===== config.mk =====
export PLATFORM = sky130hd
export DESIGN_NAME = cruise_pi_throttle_with_gear_select
export DESIGN_NICKNAME = d
export VERILOG_FILES = /design/src/rtl/core/cpt_pkg.sv /design/src/rtl/core/cruise_pi_throttle_with_gear_select.sv
export SDC_FILE = /design/constraint.sdc
export NUM_CORES = 1
export LEC_CHECK = 0
export BUFFER_PORTS_ARGS = -buffer_cell sky130_fd_sc_hd__buf_2
export CELL_PAD_IN_SITES_DETAIL_PLACEMENT = 1
export CELL_PAD_IN_SITES_GLOBAL_PLACEMENT = 1
export CORE_MARGIN = 1
export CORE_UTILIZATION = 40
export DETAILED_ROUTE_END_ITERATION = 8
export PLACE_DENSITY_LB_ADDON = 0.1
export REMOVE_ABC_BUFFERS = 1
export SYNTH_ARGS = -nofsm -noshare
export SYNTH_HDL_FRONTEND = slang
export SYNTH_SLANG_ARGS = --single-unit

===== constraint.sdc =====
create_clock -name i_clk -period 11.3 [get_ports i_clk]
set_clock_uncertainty 0.2 [all_clocks]
set_input_delay 0.565 -clock i_clk [delete_from_list [all_inputs] [get_ports i_clk]]
set_output_delay 0.565 -clock i_clk [all_outputs]
set_load 0.01 [all_outputs]

===== src/rtl/core/cpt_pkg.sv =====
// Package: opcodes, constants and gear tables for the cruise throttle block.
`timescale 1ns / 1ps
package cpt_pkg;

    typedef enum logic [1:0] {
        OP_SPEED  = 2'd0,
        OP_DRIVER = 2'd1,
        OP_CORR   = 2'd2,
        OP_SETSPD = 2'd3
    } t_op;

    localparam int CP_NUM_GEARS = 8;
    localparam int CP_TOP_GEAR  = (CP_NUM_GEARS - 1 < 7) ? (CP_NUM_GEARS - 1) : 7;

    localparam logic signed [12:0] CP_INTEG_MAX = 13'sd2000;
    localparam logic signed [12:0] CP_INTEG_MIN = -13'sd2000;
    localparam logic signed [12:0] CP_THR_MAX   = 13'sd100;
    localparam logic signed [9:0]  CP_CRUISE_MAX = 10'sd50;
    localparam logic signed [9:0]  CP_DRV_MAX    = 10'sd100;
    localparam logic signed [3:0]  CP_GEAR_REV   = -4'sd1;

    // x/20 as (x*3277)>>16, exact for 0..2000
    localparam logic [22:0] CP_DIV20_RECIP = 23'd3277;
    // kmh*5/18 as (kmh*18205)>>16, exact for 0..255
    localparam logic [22:0] CP_KMH_RECIP   = 23'd18205;

    typedef logic [47:0] t_s_data;
    typedef logic [1:0]  t_s_user;
    typedef logic [23:0] t_m_data;

    function automatic logic [6:0] cpt_up_at(input logic [2:0] g);
        logic [6:0] v;
        case (g)
            3'd1:    v = 7'd34;
            3'd2:    v = 7'd45;
            3'd3:    v = 7'd57;
            3'd4:    v = 7'd70;
            3'd5:    v = 7'd78;
            3'd6:    v = 7'd85;
            3'd7:    v = 7'd90;
            default: v = 7'd0;
        endcase
        return v;
    endfunction

    function automatic logic [6:0] cpt_dn_at(input logic [2:0] g);
        logic [6:0] v;
        case (g)
            3'd2:    v = 7'd29;
            3'd3:    v = 7'd40;
            3'd4:    v = 7'd52;
            3'd5:    v = 7'd65;
            3'd6:    v = 7'd73;
            3'd7:    v = 7'd80;
            default: v = 7'd0;
        endcase
        return v;
    endfunction

    // One gear decision, limited to the top gear.
    function automatic logic signed [3:0] cpt_gear_step(input logic signed [3:0] g,
                                                         input logic [6:0] spd);
        logic signed [4:0] n;
        logic signed [4:0] g5;
        g5 = {g[3], g};
        if (g <= 4'sd0) begin
            n = 5'sd1;
        end else if (spd >= cpt_up_at(g[2:0])) begin
            n = g5 + 5'sd1;
        end else if (g > 4'sd1 && spd <= cpt_dn_at(g[2:0])) begin
            n = g5 - 5'sd1;
        end else begin
            n = g5;
        end
        if (n > $signed(5'(CP_TOP_GEAR))) begin
            n = $signed(5'(CP_TOP_GEAR));
        end
        return n[3:0];
    endfunction

endpackage


===== src/rtl/core/cruise_pi_throttle_with_gear_select.sv =====
// Top level: cruise PI throttle with anti-windup integrator and gear selection.
// A speed report's result word passes the input register, the middle register and
//   the result register; other events update state and give no word.
// Throughput: one word per cycle on both sides unless either side stalls.
// The result register lets the input side keep taking words while a result waits.
// Reset (synchronous, active low) clears cruise, integrator, gear and held driver values;
//   target speed resets to -1.
`timescale 1ns / 1ps
module cruise_pi_throttle_with_gear_select (
    input  logic              i_clk,
    input  logic              i_rst_n,
    input  logic              i_s_tvalid,
    output logic              o_s_tready,
    // [6:0] speed, [7] cruise_button, [15:8] driver_throttle, [23:16] driver_clutch,
    // [27:24] driver_gear, [35:28] correction_value, [43:36] set_speed_kmh, [47:44] zero
    input  cpt_pkg::t_s_data  i_s_tdata,
    // [1:0] operation
    input  cpt_pkg::t_s_user  i_s_tuser,
    output logic              o_m_tvalid,
    input  logic              i_m_tready,
    // [6:0] throttle_cmd, [14:7] clutch_cmd, [18:15] gear_cmd, [23:19] zero
    output cpt_pkg::t_m_data  o_m_tdata
);
    import cpt_pkg::*;

    // input register
    logic              r_in_vld;
    t_op               r_in_op;
    logic [6:0]        r_in_speed;
    logic              r_in_btn;
    logic [7:0]        r_in_thr;
    logic [7:0]        r_in_clutch;
    logic signed [3:0] r_in_gear;
    logic [7:0]        r_in_corr;
    logic [7:0]        r_in_kmh;

    // block state
    logic              r_cruise,    n_cruise;
    logic signed [8:0] r_target,    n_target;
    logic signed [11:0] r_integ,    n_integ;
    logic signed [3:0] r_gear,      n_gear;
    logic [6:0]        r_last,      n_last;
    logic [7:0]        r_held_thr,  n_held_thr;
    logic [7:0]        r_held_clu,  n_held_clu;
    logic signed [3:0] r_held_req,  n_held_req;
    logic [7:0]        r_corr,      n_corr;

    // middle register (speed reports only)
    logic              r_md_vld;
    logic              r_md_cruise;
    logic signed [9:0] r_md_err;
    logic signed [11:0] r_md_integ;
    logic [7:0]        r_md_corr;
    logic [7:0]        r_md_thr;
    logic [7:0]        r_md_clu;
    logic signed [3:0] r_md_gear;

    // result register
    logic              r_out_vld;
    logic [6:0]        r_out_thr;
    logic [7:0]        r_out_clu;
    logic signed [3:0] r_out_gear;

    logic w_out_free, w_md_go, w_md_free, w_in_is_spd, w_in_go, w_s_acc;

    assign w_out_free  = !r_out_vld || i_m_tready;
    assign w_md_go     = r_md_vld && w_out_free;
    assign w_md_free   = !r_md_vld || w_out_free;
    assign w_in_is_spd = (r_in_op == OP_SPEED);
    assign w_in_go     = r_in_vld && (!w_in_is_spd || w_md_free);
    assign o_s_tready  = !r_in_vld || w_in_go;
    assign w_s_acc     = i_s_tvalid && o_s_tready;

    // ---------------- state update ----------------
    logic signed [9:0]  w_err;
    logic signed [12:0] w_isum;
    logic signed [11:0] w_iclamp;
    logic [22:0]        w_kmh_prod;
    logic [6:0]         w_tset;
    logic               w_engage;

    assign w_err = $signed({r_target[8], r_target}) - $signed({3'b000, r_in_speed});
    assign w_isum = $signed({r_integ[11], r_integ}) + $signed({{3{w_err[9]}}, w_err});
    assign w_kmh_prod = 23'(r_in_kmh) * CP_KMH_RECIP;
    assign w_tset     = w_kmh_prod[22:16];
    assign w_engage   = r_in_btn && (r_last != 7'd0);

    always_comb begin
        if (w_isum > CP_INTEG_MAX) begin
            w_iclamp = CP_INTEG_MAX[11:0];
        end else if (w_isum < CP_INTEG_MIN) begin
            w_iclamp = CP_INTEG_MIN[11:0];
        end else begin
            w_iclamp = w_isum[11:0];
        end
    end

    always_comb begin
        n_cruise   = r_cruise;
        n_target   = r_target;
        n_integ    = r_integ;
        n_gear     = r_gear;
        n_last     = r_last;
        n_held_thr = r_held_thr;
        n_held_clu = r_held_clu;
        n_held_req = r_held_req;
        n_corr     = r_corr;
        case (r_in_op)
            OP_SPEED: begin
                n_last = r_in_speed;
                if (r_cruise) begin
                    n_integ = w_iclamp;
                    n_gear  = cpt_gear_step(r_gear, r_in_speed);
                end else if (r_held_req == CP_GEAR_REV) begin
                    n_gear = CP_GEAR_REV;
                end else begin
                    n_gear = cpt_gear_step(r_gear, r_in_speed);
                end
            end
            OP_DRIVER: begin
                n_held_thr = r_in_thr;
                n_held_clu = r_in_clutch;
                n_held_req = r_in_gear;
                if (w_engage) begin
                    if (!r_cruise) begin
                        n_cruise = 1'b1;
                        n_target = $signed({2'b00, r_last});
                        n_integ  = '0;
                    end
                end else begin
                    n_cruise = 1'b0;
                    n_target = -9'sd1;
                end
                // gear follows the driver once cruise is off
                if (!n_cruise) begin
                    if (r_in_gear == CP_GEAR_REV) begin
                        n_gear = CP_GEAR_REV;
                    end else begin
                        n_gear = cpt_gear_step(r_gear, r_last);
                    end
                end
            end
            OP_CORR: begin
                n_corr = r_in_corr;
            end
            OP_SETSPD: begin
                if (r_in_kmh != 8'd0) begin
                    n_target = $signed({2'b00, w_tset});
                end
            end
            default: begin
                n_corr = r_corr;
            end
        endcase
    end

    // ---------------- throttle from middle register ----------------
    logic               w_ineg;
    logic [10:0]        w_imag;
    logic [22:0]        w_iprod;
    logic [6:0]         w_iq;
    logic signed [12:0] w_iqs;
    logic signed [12:0] w_err13;
    logic signed [12:0] w_pi;
    logic [6:0]         w_pi_c;
    logic signed [9:0]  w_cdiff;
    logic signed [9:0]  w_ddiff;
    logic [6:0]         w_thr;

    assign w_ineg  = r_md_integ[11];
    assign w_imag  = w_ineg ? 11'(-r_md_integ) : r_md_integ[10:0];
    assign w_iprod = 23'(w_imag) * CP_DIV20_RECIP;
    assign w_iq    = w_iprod[22:16];
    // truncation towards zero: divide the magnitude, then restore the sign
    assign w_iqs   = w_ineg ? -$signed({6'b0, w_iq}) : $signed({6'b0, w_iq});
    assign w_err13 = $signed({{3{r_md_err[9]}}, r_md_err});
    assign w_pi    = (w_err13 <<< 4) + (w_err13 <<< 2) + w_iqs;

    always_comb begin
        if (w_pi < 13'sd0) begin
            w_pi_c = 7'd0;
        end else if (w_pi > CP_THR_MAX) begin
            w_pi_c = 7'd100;
        end else begin
            w_pi_c = w_pi[6:0];
        end
    end

    assign w_cdiff = $signed({3'b000, w_pi_c}) - $signed({2'b00, r_md_corr});
    assign w_ddiff = $signed({2'b00, r_md_thr}) - $signed({2'b00, r_md_corr});

    always_comb begin
        if (r_md_cruise) begin
            if (w_cdiff < 10'sd0) begin
                w_thr = 7'd0;
            end else if (w_cdiff > CP_CRUISE_MAX) begin
                w_thr = 7'd50;
            end else begin
                w_thr = w_cdiff[6:0];
            end
        end else begin
            if (w_ddiff < 10'sd0) begin
                w_thr = 7'd0;
            end else if (w_ddiff > CP_DRV_MAX) begin
                w_thr = 7'd100;
            end else begin
                w_thr = w_ddiff[6:0];
            end
        end
    end

    // ---------------- registers ----------------
    always_ff @(posedge i_clk) begin
        if (!i_rst_n) begin
            r_in_vld  <= 1'b0;
            r_md_vld  <= 1'b0;
            r_out_vld <= 1'b0;
            r_cruise  <= 1'b0;
            r_target  <= -9'sd1;
            r_integ   <= '0;
            r_gear    <= '0;
            r_last    <= '0;
            r_held_thr <= '0;
            r_held_clu <= '0;
            r_held_req <= '0;
            r_corr    <= '0;
        end else begin
            if (w_s_acc) begin
                r_in_vld <= 1'b1;
            end else if (w_in_go) begin
                r_in_vld <= 1'b0;
            end
            if (w_in_go && w_in_is_spd) begin
                r_md_vld <= 1'b1;
            end else if (w_md_go) begin
                r_md_vld <= 1'b0;
            end
            if (w_md_go) begin
                r_out_vld <= 1'b1;
            end else if (i_m_tready) begin
                r_out_vld <= 1'b0;
            end
            if (w_in_go) begin
                r_cruise   <= n_cruise;
                r_target   <= n_target;
                r_integ    <= n_integ;
                r_gear     <= n_gear;
                r_last     <= n_last;
                r_held_thr <= n_held_thr;
                r_held_clu <= n_held_clu;
                r_held_req <= n_held_req;
                r_corr     <= n_corr;
            end
        end
    end

    always_ff @(posedge i_clk) begin
        if (w_s_acc) begin
            r_in_op     <= t_op'(i_s_tuser[1:0]);
            r_in_speed  <= i_s_tdata[6:0];
            r_in_btn    <= i_s_tdata[7];
            r_in_thr    <= i_s_tdata[15:8];
            r_in_clutch <= i_s_tdata[23:16];
            r_in_gear   <= $signed(i_s_tdata[27:24]);
            r_in_corr   <= i_s_tdata[35:28];
            r_in_kmh    <= i_s_tdata[43:36];
        end
        if (w_in_go && w_in_is_spd) begin
            r_md_cruise <= r_cruise;
            r_md_err    <= w_err;
            r_md_integ  <= w_iclamp;
            r_md_corr   <= r_corr;
            r_md_thr    <= r_held_thr;
            r_md_clu    <= r_cruise ? 8'd0 : r_held_clu;
            r_md_gear   <= n_gear;
        end
        if (w_md_go) begin
            r_out_thr  <= w_thr;
            r_out_clu  <= r_md_clu;
            r_out_gear <= r_md_gear;
        end
    end

    assign o_m_tvalid = r_out_vld;
    assign o_m_tdata  = {5'b00000, r_out_gear, r_out_clu, r_out_thr};

    // ---------------- checks ----------------
    a_integ_range: assert property (@(posedge i_clk) disable iff (!i_rst_n)
        (r_integ <= 12'sd2000) && (r_integ >= -12'sd2000))
        else $error("integrator outside its clamp");

    a_cruise_target: assert property (@(posedge i_clk) disable iff (!i_rst_n)
        r_cruise |-> !r_target[8])
        else $error("cruising with no target speed");

    a_gear_range: assert property (@(posedge i_clk) disable iff (!i_rst_n)
        (r_gear == CP_GEAR_REV) || ((r_gear >= 4'sd0) && (r_gear <= $signed(4'(CP_TOP_GEAR)))))
        else $error("gear out of range");

    a_cruise_word: assert property (@(posedge i_clk) disable iff (!i_rst_n)
        (w_md_go && r_md_cruise) |=> ((r_out_thr <= 7'd50) && (r_out_clu == 8'd0)))
        else $error("cruise word exceeds cruise throttle limit or has clutch");

endmodule


==> results.md, run 1 <==
- Outcome: finished clean
- Placed Area: 15130 sq um
- Routed WL: 33.88 mm
- Residual DRC: 0
- DP HPWL: 26.59 mm
- Final Core Density: 0.4619
- Port bufs: 70
- Clock sink count: approximately 180
- Slew Viols, Final: 0
- Pleak: 7.043 nW
- Area Overhead vs Synth: 13.49%
- Post-synthesis cell count: roughly 1400
- Register area share after synthesis: 0.3366
- # nets final: 1805
- Unrepaired setup endpoints after global routing: true
- Post-synth top area share: 0.2472
- Post-synth EDFFs: 116
- Hold Crit Endpoint: r_in_clutch[6]
- Core Box Area: 34630 sq um
- F_max: about 90 MHz
- Clock buffer depth: 2
- Setup CP Type: register to register
- Final WS setup: 458.1 ps
- Post-route cell area: 15990 sq um
- GPL Wtd Cong: a little over 0.8
- FF+latch area: 4745 sq um
- Period utilisation layout: 0.9595
- Clock Latency Late Sink: 450 ps
- Pwr Density: 171.5 nW/um^2
- Vias: 10350
- Cell repeated most along the worst path: fa_1
- CP Buf/Inv Count: 3
- Antenna violations before repair: 1
- Vias/cell: 5.282
- Fraction of layout cells with a size suffix above 1: 0.1457
- Peak supply drop: 0.1146 mV
- Relative slew slack: 0.2408
- CP arrival: about 11000 ps
- Largest regs: r_integ: 12 flops, r_md_integ: 12 flops, r_md_err: 10 flops
- Worst-Margin Slew: 1134 ps
- Die Area: 35990 sq um
- Final ANT Viol Nets: 0
- H-Tree Depth: 4
- Most used DFF post-synth: edfxtp_1
- Cell variety after synth: 86
- TritonCTS clock tree: built
- Largest net degree at the start of global routing: between 50 and 60
- Global-route wire length before repair: 55.08 mm
- FFs w/ async S/R, synth: 0
- Site row count: 68
- Routed WL per cell: 17.29 um
- Area leader, netlist: edfxtp_1
- Most frequent cells in the layout: 191 x ha_1, 152 x inv_1, 126 x nand2_1, 116 x edfxtp_1, 70 x buf_2
- Maxcap violations: 0
- Root buf cell: clkbuf_16
- Hold Path Class: primary input to register
- Crit path max fanout: 4
- Chip width: 189.7 um
- Commonest non-fill, non-tap cell in the layout: ha_1
- GRT Overall Usage: 0.1930
- Gr ovfl total: 0
- Chip Height: 189.7 um
- Worst path slowest cell: fa_1
- Hold Path Depth: 1
- Post-Syn Area: 14090 sq um
- Type of origin of the critical path: register
- Syn avg cell area: 10.12 sq um
- HP Start: i_s_tdata[22]
- Yosys reg bits: 179
- Pre-Repair DR Iteration Count: 4
- Critical R2R Launch: r_md_integ[3]
- Crit. End Element: register
- Worst setup startpoint: r_md_integ[3]
- Synth warnings: 0
- Setup Viol. Count Final: 0
- Reg-to-reg endpoint: r_out_thr[2]
- FF-to-FF setup slack: 460 ps
- Area occupied by multi-input gates: 8845 sq um
- Synth area leaders: edfxtp_1 25%, ha_1 18%, dfxtp_1 8.9%, fa_1 8.9%, inv_1 4.1%
- CP top delay family: compound AO/OA/AOI/OAI gates
- Worst Reg-to-Reg Cells: 40
- Detailed Route Iter0 Violations: 485
- Setup Slack @ Placement: -5.969 ps
- CP peak stage delay: about 600 ps
- Final hold vios: 0
- Num CTS Buffers: 17
- Vias in the first global route: 10950
- CTS Hold Bufs: 0
- Clock transition at the registers of the reported paths: about 80 ps
- Post-route minimum period: 10840 ps
- Worst EP required: 11280 ps
- I/O Pins: 80
- Filler Cells Inserted: between 3000 and 4000
- Initial core utilization: 0.4070
## kinds of logic (layout without fill, tap and decap cells)
logic type / after synthesis / count (layout) / share of synthesized area
AO/OA/AOI/OAI: 328 / 328 / 0.1634
adder cells (fa/ha/maj): 264 / 264 / 0.2674
other: 1 / 6 / 0.0002661
buffers and inverters: 193 / 300 / 0.05300
XOR/XNOR: 55 / 55 / 0.03684
flip-flops: 179 / 179 / 0.3366
AND/OR/NAND/NOR: 345 / 345 / 0.1226
multiplexers: 27 / 27 / 0.01980
## per-layer routing
layer | GRT usage | wire (um)
met1 | 0.2457 | 15760
met2 | 0.3463 | 17270
met3 | 0.02527 | 510
met4 | 0.04187 | 337
met5 | 0 | 0
## Yosys cell counts, types with 6 or more instances
| cell | count |
|---|---|
| edfxtp_1 | 116 |
| or3_1 | 8 |
| o21a_1 | 11 |
| a211oi_1 | 11 |
| nor2b_1 | 35 |
| a21o_1 | 28 |
| o211ai_1 | 17 |
| dfxtp_1 | 63 |
| ha_1 | 198 |
| mux2i_1 | 20 |
| o21ai_0 | 50 |
| a21oi_1 | 63 |
| nand2_1 | 126 |
| a22o_1 | 9 |
| fa_1 | 63 |
| xnor2_1 | 33 |
| nor3_1 | 20 |
| nand4_1 | 11 |
| and2_1 | 6 |
| nand3_1 | 17 |
| buf_4 | 6 |
| mux2_2 | 7 |
| or2_2 | 9 |
| nor4_1 | 7 |
| o21bai_1 | 8 |
| xor2_1 | 20 |
| a21boi_0 | 36 |
| inv_1 | 154 |
| and3_1 | 9 |
| nor2_1 | 57 |
| a31oi_1 | 12 |
| clkbuf_1 | 31 |
| nand2b_1 | 13 |
| o31ai_1 | 15 |
| a211o_1 | 6 |
## worst max path at each step
stage,end,slack (ps),cells past startpoint
CTS,r_out_thr[2],8,44
floorplan,r_out_thr[5],640,41
finish,r_out_thr[2],460,40
detailed placement,r_out_thr[5],-6,47
global placement,r_out_thr[2],130,45
global route,r_out_thr[2],-50,40
## worst reg2reg max path, delay by kind of cell (launching register included)
family                     cells  cell delay, ps
buffers and inverters          3             300
DFF                            1             460
and+or+nand+nor                9            1960
xor gates and xnor gates       2             310
AOI/OAI and AO/OA             14            3440
muxes                          3             540
adders and majority gates      9            3360
## through the flow
step | std cells | hold slack (ps) | total power (W) | setup TNS [ps]
after floorplan | 1359 | 200.3 | 0.001707 | 0
after global placement | 1919 | 201.8 | 0.002029 | 0
after detailed placement | 1919 | 206.3 | 0.002060 | -5.969
after CTS | 1951 | 70.14 | 0.002686 | 0
after global routing | 1959 | 63.68 | 0.002965 | -67.68
final | 1959 | 81.70 | 0.002743 | 0
## final cells by class
type                       count  area share
antenna                        1   0.0001565
timing repair buffer         112     0.04162
sequential                   179      0.2966
tap                          455     0.03559
clock buffer                  18     0.02683
multi-input combinational   1024      0.5530
clock inverter                14    0.009544
inverter                     156     0.03661
## what timing repair did
item	CTS	global route
pin swaps	0	33
resized for setup	3	48
endpoints found under the setup margin	5	6
setup buffers	0	7
## where the power goes
part / leakage, nW / internal, W / switching [W]
clock network: 0.292 / 0.000330 / 0.000276
logic: 5.16 / 0.000603 / 0.000781
registers: 1.59 / 0.000728 / 0.0000257
Note: power is estimated with default switching activity, not from simulation.
==> run 2: changes to the inputs <==
--- a/config.mk
+++ b/config.mk
@@ -11,6 +11,7 @@
 export CORE_MARGIN = 1
 export CORE_UTILIZATION = 40
 export DETAILED_ROUTE_END_ITERATION = 8
+export HOLD_SLACK_MARGIN = 0.06
 export PLACE_DENSITY_LB_ADDON = 0.1
 export REMOVE_ABC_BUFFERS = 1
 export SYNTH_ARGS = -nofsm -noshare
==> constraint.sdc (replaced) <==
create_clock -name i_clk -period 8.9 [get_ports i_clk]
set_clock_uncertainty 0.2 [all_clocks]
set_input_delay 0.445 -clock i_clk [delete_from_list [all_inputs] [get_ports i_clk]]
set_output_delay 0.445 -clock i_clk [all_outputs]
set_load 0.01 [all_outputs]
==> run 2 against run 1 <==
Against the previous run:
- the run now ends with negative setup slack left
- sequential cell count is the same
- fmax grew 2.6%
- setup slack lost 2100 ps
- global-route usage grew 2.1 points
- core utilization grew 4.8 points
- clock power grew 27%
- die area is the same
- cell count grew 9.2%
- non-clock buffer count grew 182
- sequential share of layout area shrank 2.8 points
- worst hold slack gained 60 ps
- sequential power grew 27%
==> results.md, run 2 (same netlist as run 1, synthesis figures left out) <==
- Worst EP required: about 9000 ps
- Antenna violations before repair: 0
- Pleak: 7.924 nW
- Clock Latency Late Sink: ~440 ps
- FF+latch area: ~4700 sq um
- Placed Area: ~16000 sq um
- Num CTS Buffers: 17
- Setup Viol. Count Final: 6
- Vias/cell: 5.208
- Port bufs: 70
- Routed WL per cell: 17.27 um
- Global-route wire length before repair: 61.32 mm
- Fraction of layout cells with a size suffix above 1: 0.2196
- Relative slew slack: 0.2376
- Type of origin of the critical path: register
- Peak supply drop: 0.2703 mV
- Clock buffer depth: 2
- Vias in the first global route: 12100
- CP peak stage delay: 570 ps
- Clock sink count: 179
- Initial core utilization: 0.4070
- F_max: about 95 MHz
- Detailed Route Iter0 Violations: slightly below 400
- Maxcap violations: 0
- Most frequent cells in the layout: 188 x ha_1, 176 x buf_4, 152 x inv_1, 126 x nand2_1, 116 x edfxtp_1
- Setup Slack @ Placement: -2382 ps
- Pre-Repair DR Iteration Count: 4
- Crit. End Element: register
- Filler Cells Inserted: about 3800
- Root buf cell: clkbuf_16
- Commonest non-fill, non-tap cell in the layout: ha_1
- Crit path max fanout: 4
- Chip width: 189.7 um
- Setup CP Type: register to register
- Largest regs: r_integ: 12 flops, r_md_integ: 12 flops, r_md_err: 10 flops
- H-Tree Depth: 4
- Outcome: finished, violations left
- Largest net degree at the start of global routing: 56
- Routed WL: 36.96 mm
- Final hold vios: 0
- Cell repeated most along the worst path: fa_1
- Met3 wire len: 786 um
- Failing checks: negative setup slack
- WL met2: 18.97 mm
- Clock transition at the registers of the reported paths: 80 ps
- Chip Height: 189.7 um
- GPL Wtd Cong: around 0.82
- DP HPWL: 28.55 mm
- TritonCTS clock tree: built
- Metal1 wirelength: around 17 mm
- Vias: approximately 11000
- I/O Pins: 80
- CP arrival: approximately 11000 ps
- Worst path slowest cell: fa_1
- Post-route cell area: 17660 sq um
- Final WS setup: -1672 ps
- Worst-Margin Slew: 1138 ps
- Gr ovfl total: 0
- Die Area: 35990 sq um
- Area Overhead vs Synth: 25.34%
- Top Metal Used: met4
- Post-route minimum period: 10570 ps
- Pwr Density: 220.6 nW/um^2
- Unrepaired setup endpoints after global routing: true
- ANT cells: 0
- Final ANT Viol Nets: 0
- Slew Viols, Final: 0
- Period utilisation layout: 1.188
- Site row count: 68
- Hold Path Class: primary input to register
- # nets final: 1987
- Core Box Area: 34630 sq um
- Final Core Density: 0.5101
- GRT Overall Usage: 0.2143
- Area occupied by multi-input gates: 8999 sq um
- Residual DRC: 0
[run 2: worst paths after layout]
check	from	end	depth (start not counted)	slack, ps
max reg2reg	r_md_integ[3]	r_out_thr[2]	41	-1670
max	r_md_integ[3]	r_out_thr[2]	41	-1670
min	i_m_tready	r_md_vld	4	140
min reg2reg	r_md_clu[6]	r_out_clu[6]	0	220
[run 2: metal layers]
layer / GRT usage / vias to the layer above
li1: - / 5544
met1: 0.2678 / 5451
met2: 0.3897 / 117
met3: 0.02749 / 34
met4: 0.04963 / 0
met5: 0 / -
[run 2: what timing repair did]
item / in CTS / in global routing
resized for setup: 57 / 23
hold buffers: 47 / 0
buffers inserted: 16 / 6
pin swaps: 36 / 20
hold endpoints to repair: 47 / 0
setup endpoints to repair: 6 / 6
[run 2: stage by stage]
step / setup TNS [ps] / cells / total power, W / hold WS (ps)
after global placement: -11320 / 2040 / 0.002872 / 202.5
final: -9927 / 2140 / 0.003898 / 142.2
after global routing: -13330 / 2140 / 0.004227 / 142.6
after floorplan: -10390 / 1359 / 0.002168 / 200.3
after CTS: -9333 / 2134 / 0.003862 / 130.0
after detailed placement: -14040 / 2040 / 0.002918 / 205.7
[run 2: final cells by class]
class,instances,share of cell area
multi-input combinational,1024,0.5094
sequential,179,0.2686
timing repair buffer,294,0.1219
inverter,156,0.03315
tap,455,0.03223
clock buffer,17,0.02408
clock inverter,15,0.01062
[run 2: worst max-delay path, delay by kind of cell, from the launching register on]
| family | cells | cell delay [ps] |
|---|---|---|
| xor gates and xnor gates | 1 | 150 |
| muxes | 3 | 650 |
| and+or+nand+nor | 8 | 1590 |
| DFF | 1 | 450 |
| AOI/OAI and AO/OA | 13 | 2890 |
| buffers and inverters | 7 | 870 |
| adders and majority gates | 9 | 3550 |
[run 2: power by group]
group	internal (W)	leakage, nW	switching, W	total, W
clock network	0.000406	0.299	0.000365	0.000770
logic	0.00107	6.03	0.00110	0.00217
registers	0.000924	1.59	0.0000316	0.000955
total	0.00240	7.92	0.00150	0.00390
==> run 3: changes to the inputs <==
--- a/config.mk
+++ b/config.mk
@@ -8,7 +8,7 @@
 export BUFFER_PORTS_ARGS = -buffer_cell sky130_fd_sc_hd__buf_2
 export CELL_PAD_IN_SITES_DETAIL_PLACEMENT = 1
 export CELL_PAD_IN_SITES_GLOBAL_PLACEMENT = 1
-export CORE_MARGIN = 1
+export CORE_MARGIN = 3
 export CORE_UTILIZATION = 40
 export DETAILED_ROUTE_END_ITERATION = 8
 export HOLD_SLACK_MARGIN = 0.06
==> constraint.sdc (replaced) <==
create_clock -name i_clk -period 9.6 [get_ports i_clk]
set_clock_uncertainty 0.2 [all_clocks]
set_input_delay 0.48 -clock i_clk [delete_from_list [all_inputs] [get_ports i_clk]]
set_output_delay 0.48 -clock i_clk [all_outputs]
set_load 0.01 [all_outputs]
==> run 3 against run 2 <==
Against the previous run:
- the flow still finishes with violations (negative setup slack)
- sequential share of layout area down 0.25 points
- core utilization up 0.47 points
- register-to-register slack better by 370 ps
- worst hold slack worse by 46 ps
- cell count up 0.37%
- clock power down 6.5%
- via count up 0.23%
- fmax down 3.0%
- die area up 4.3%
- critical path depth up 7
- sequential cell count unchanged
- global-route usage down 1.4 points
- highest routed layer unchanged
==> results.md, run 3 (same netlist as run 1, synthesis figures left out) <==
- Outcome: finished, violations left
- Failing checks: negative setup slack
- I/O Pins: 80
- Residual DRC: 0
- Maxcap violations: 0
- CP arrival: roughly 11000 ps
- DP HPWL: 28.60 mm
- Post-route minimum period: about 11000 ps
- Clock share of power: 0.194
- Crit path max fanout: 4
- CP peak stage delay: 530 ps
- Sequential Power Share: 0.239
- F_max: 91.71 MHz
- Crit. End Element: register
- Area Overhead vs Synth: 26.49%
- ANT cells: 0
- Root buf cell: clkbuf_16
- Antenna violations before repair: 0
- GPL Wtd Cong: around 0.83
- Slew Viols, Final: 0
- Die Area: 37520 sq um
- Net Sw Power: 0.001439 W
- Type of origin of the critical path: register
- # nets final: between 1500 and 2000
- Clock sink count: 179
- Clock buffer depth: 2
- Vias/cell: between 5 and 6
- Final Power: roughly 0.0037 W
- H-Tree Depth: 4
- Final hold vios: 0
- Pleak: around 8.0 nW
- Inst Count DP: 2042
- P_int: 0.002267 W
- Final WS setup: -1304 ps
- Sw Share: 0.3884
- Unrepaired setup endpoints after global routing: true
- Largest net degree at the start of global routing: 56
- Fraction of layout cells with a size suffix above 1: 0.2315
- Final Core Density: 0.5148
- Worst-Margin Slew: between 1000 and 1500 ps
- Final non-filler cell total: ~2100
- Port bufs: 70
- Cell repeated most along the worst path: fa_1
- Core Box Area: 34630 sq um
- Pwr Density: 207.9 nW/um^2
- Setup Viol. Count Final: 6
- Most frequent cells in the layout: 182 x ha_1, 179 x buf_4, 147 x inv_1, 125 x nand2_1, 116 x edfxtp_1
- Post-route cell area: 17830 sq um
- Worst path slowest cell: fa_1
- Clock Latency Late Sink: 440 ps
- Routed WL: 37.61 mm
- Peak supply drop: 0.2451 mV
- Site row count: 68
- TritonCTS clock tree: built
- Combinational power share: 0.567
- Vias in the first global route: approximately 12000
- Placed Area: 16060 sq um
- Commonest non-fill, non-tap cell in the layout: ha_1
- Setup CP Type: register to register
- Gr ovfl total: 0
- Worst EP required: 9580 ps
- Worst Hold Slack: just under 100 ps
- Vias: around 11000
- Chip width: 193.7 um
- Chip Height: between 150 and 200 um
- Largest regs: r_integ: 12 flops, r_md_integ: 12 flops, r_md_err: 10 flops
- Num CTS Buffers: 17
- GRT Overall Usage: 0.2003
- Routed WL per cell: roughly 18 um
- Period utilisation layout: 1.136
- Hold Path Class: primary input to register
- Relative slew slack: 0.2095
- Clock transition at the registers of the reported paths: 80 ps
- Detailed Route Iter0 Violations: 366
- Global-route wire length before repair: ~62 mm
- Final ANT Viol Nets: 0
- Pre-Repair DR Iteration Count: 4
- Initial core utilization: 0.4070
## run 3: cell types whose count changed in the layout (fill, tap and decap cells not counted), moves of 3 or more
cell   before  now
buf_6       1    7
inv_2       3    8
ha_4        7   10
ha_1      188  182
inv_1     152  147
buf_4     176  179
ha_2        3    6
## run 3: stage by stage
| step | TNS (ps) | worst slack, ps |
|---|---|---|
| 3_5_place_dp | -9554 | -1617 |
| 4_1_cts | -6539 | -1117 |
| 6_report | -7620 | -1304 |
| 3_3_place_gp | -7266 | -1238 |
| 2_1_floorplan | -6186 | -1060 |
| 5_1_grt | -10470 | -1784 |
## run 3: layer usage
layer | global-route usage | part of all wire
met5 | 0 | 0
met4 | 0.03509 | 0.0095
met3 | 0.02259 | 0.015
met2 | 0.3720 | 0.52
met1 | 0.2541 | 0.46
## run 3: path summary, 6_finish.rpt
kind	end	depth (start not counted)	startpoint	slack, ps
worst max-delay path	r_out_thr[2]	48	r_md_integ[3]	-1300
worst max register to register	r_out_thr[2]	48	r_md_integ[3]	-1300
worst min register to register	r_out_gear[2]	0	r_md_gear[2]	220
worst min-delay path	r_in_vld	3	i_s_tvalid	100
## run 3: power groups by stage
stage	Combinational, W	Clock [W]	Sequential (W)
after floorplan	0.00112	0	0.000892
after global placement	0.00175	0	0.000903
after detailed placement	0.00179	0	0.000904
after CTS	0.00200	0.000736	0.000886
after global routing	0.00235	0.000768	0.000890
final	0.00210	0.000720	0.000886
## run 3: cell type report
cell class                      count  area, sq um
Fill cell                        3860        16800
Multi-Input combinational cell   1024         9077
Sequential cell                   179         4745
Timing Repair Buffer              302         2233
Inverter                          156        585.6
Tap cell                          455        569.3
Clock buffer                       17        425.4
Clock inverter                     15        191.4
## run 3: repair_timing
item,4_1_cts,5_1_grt
endpoints found under the setup margin,6,6
pin swaps,64,48
hold buffers,46,0
setup buffers,20,9
hold endpoints to repair,46,0
resized for setup,71,29
## run 3: worst max-delay path, delay by kind of cell (launching register included)
kind / cells / cell delay (ps)
AOI/OAI and AO/OA: 15 / 2660
xor gates and xnor gates: 4 / 640
adders and majority gates: 8 / 3110
buffers and inverters: 10 / 1240
DFF: 1 / 420
muxes: 3 / 720
and+or+nand+nor: 8 / 1630
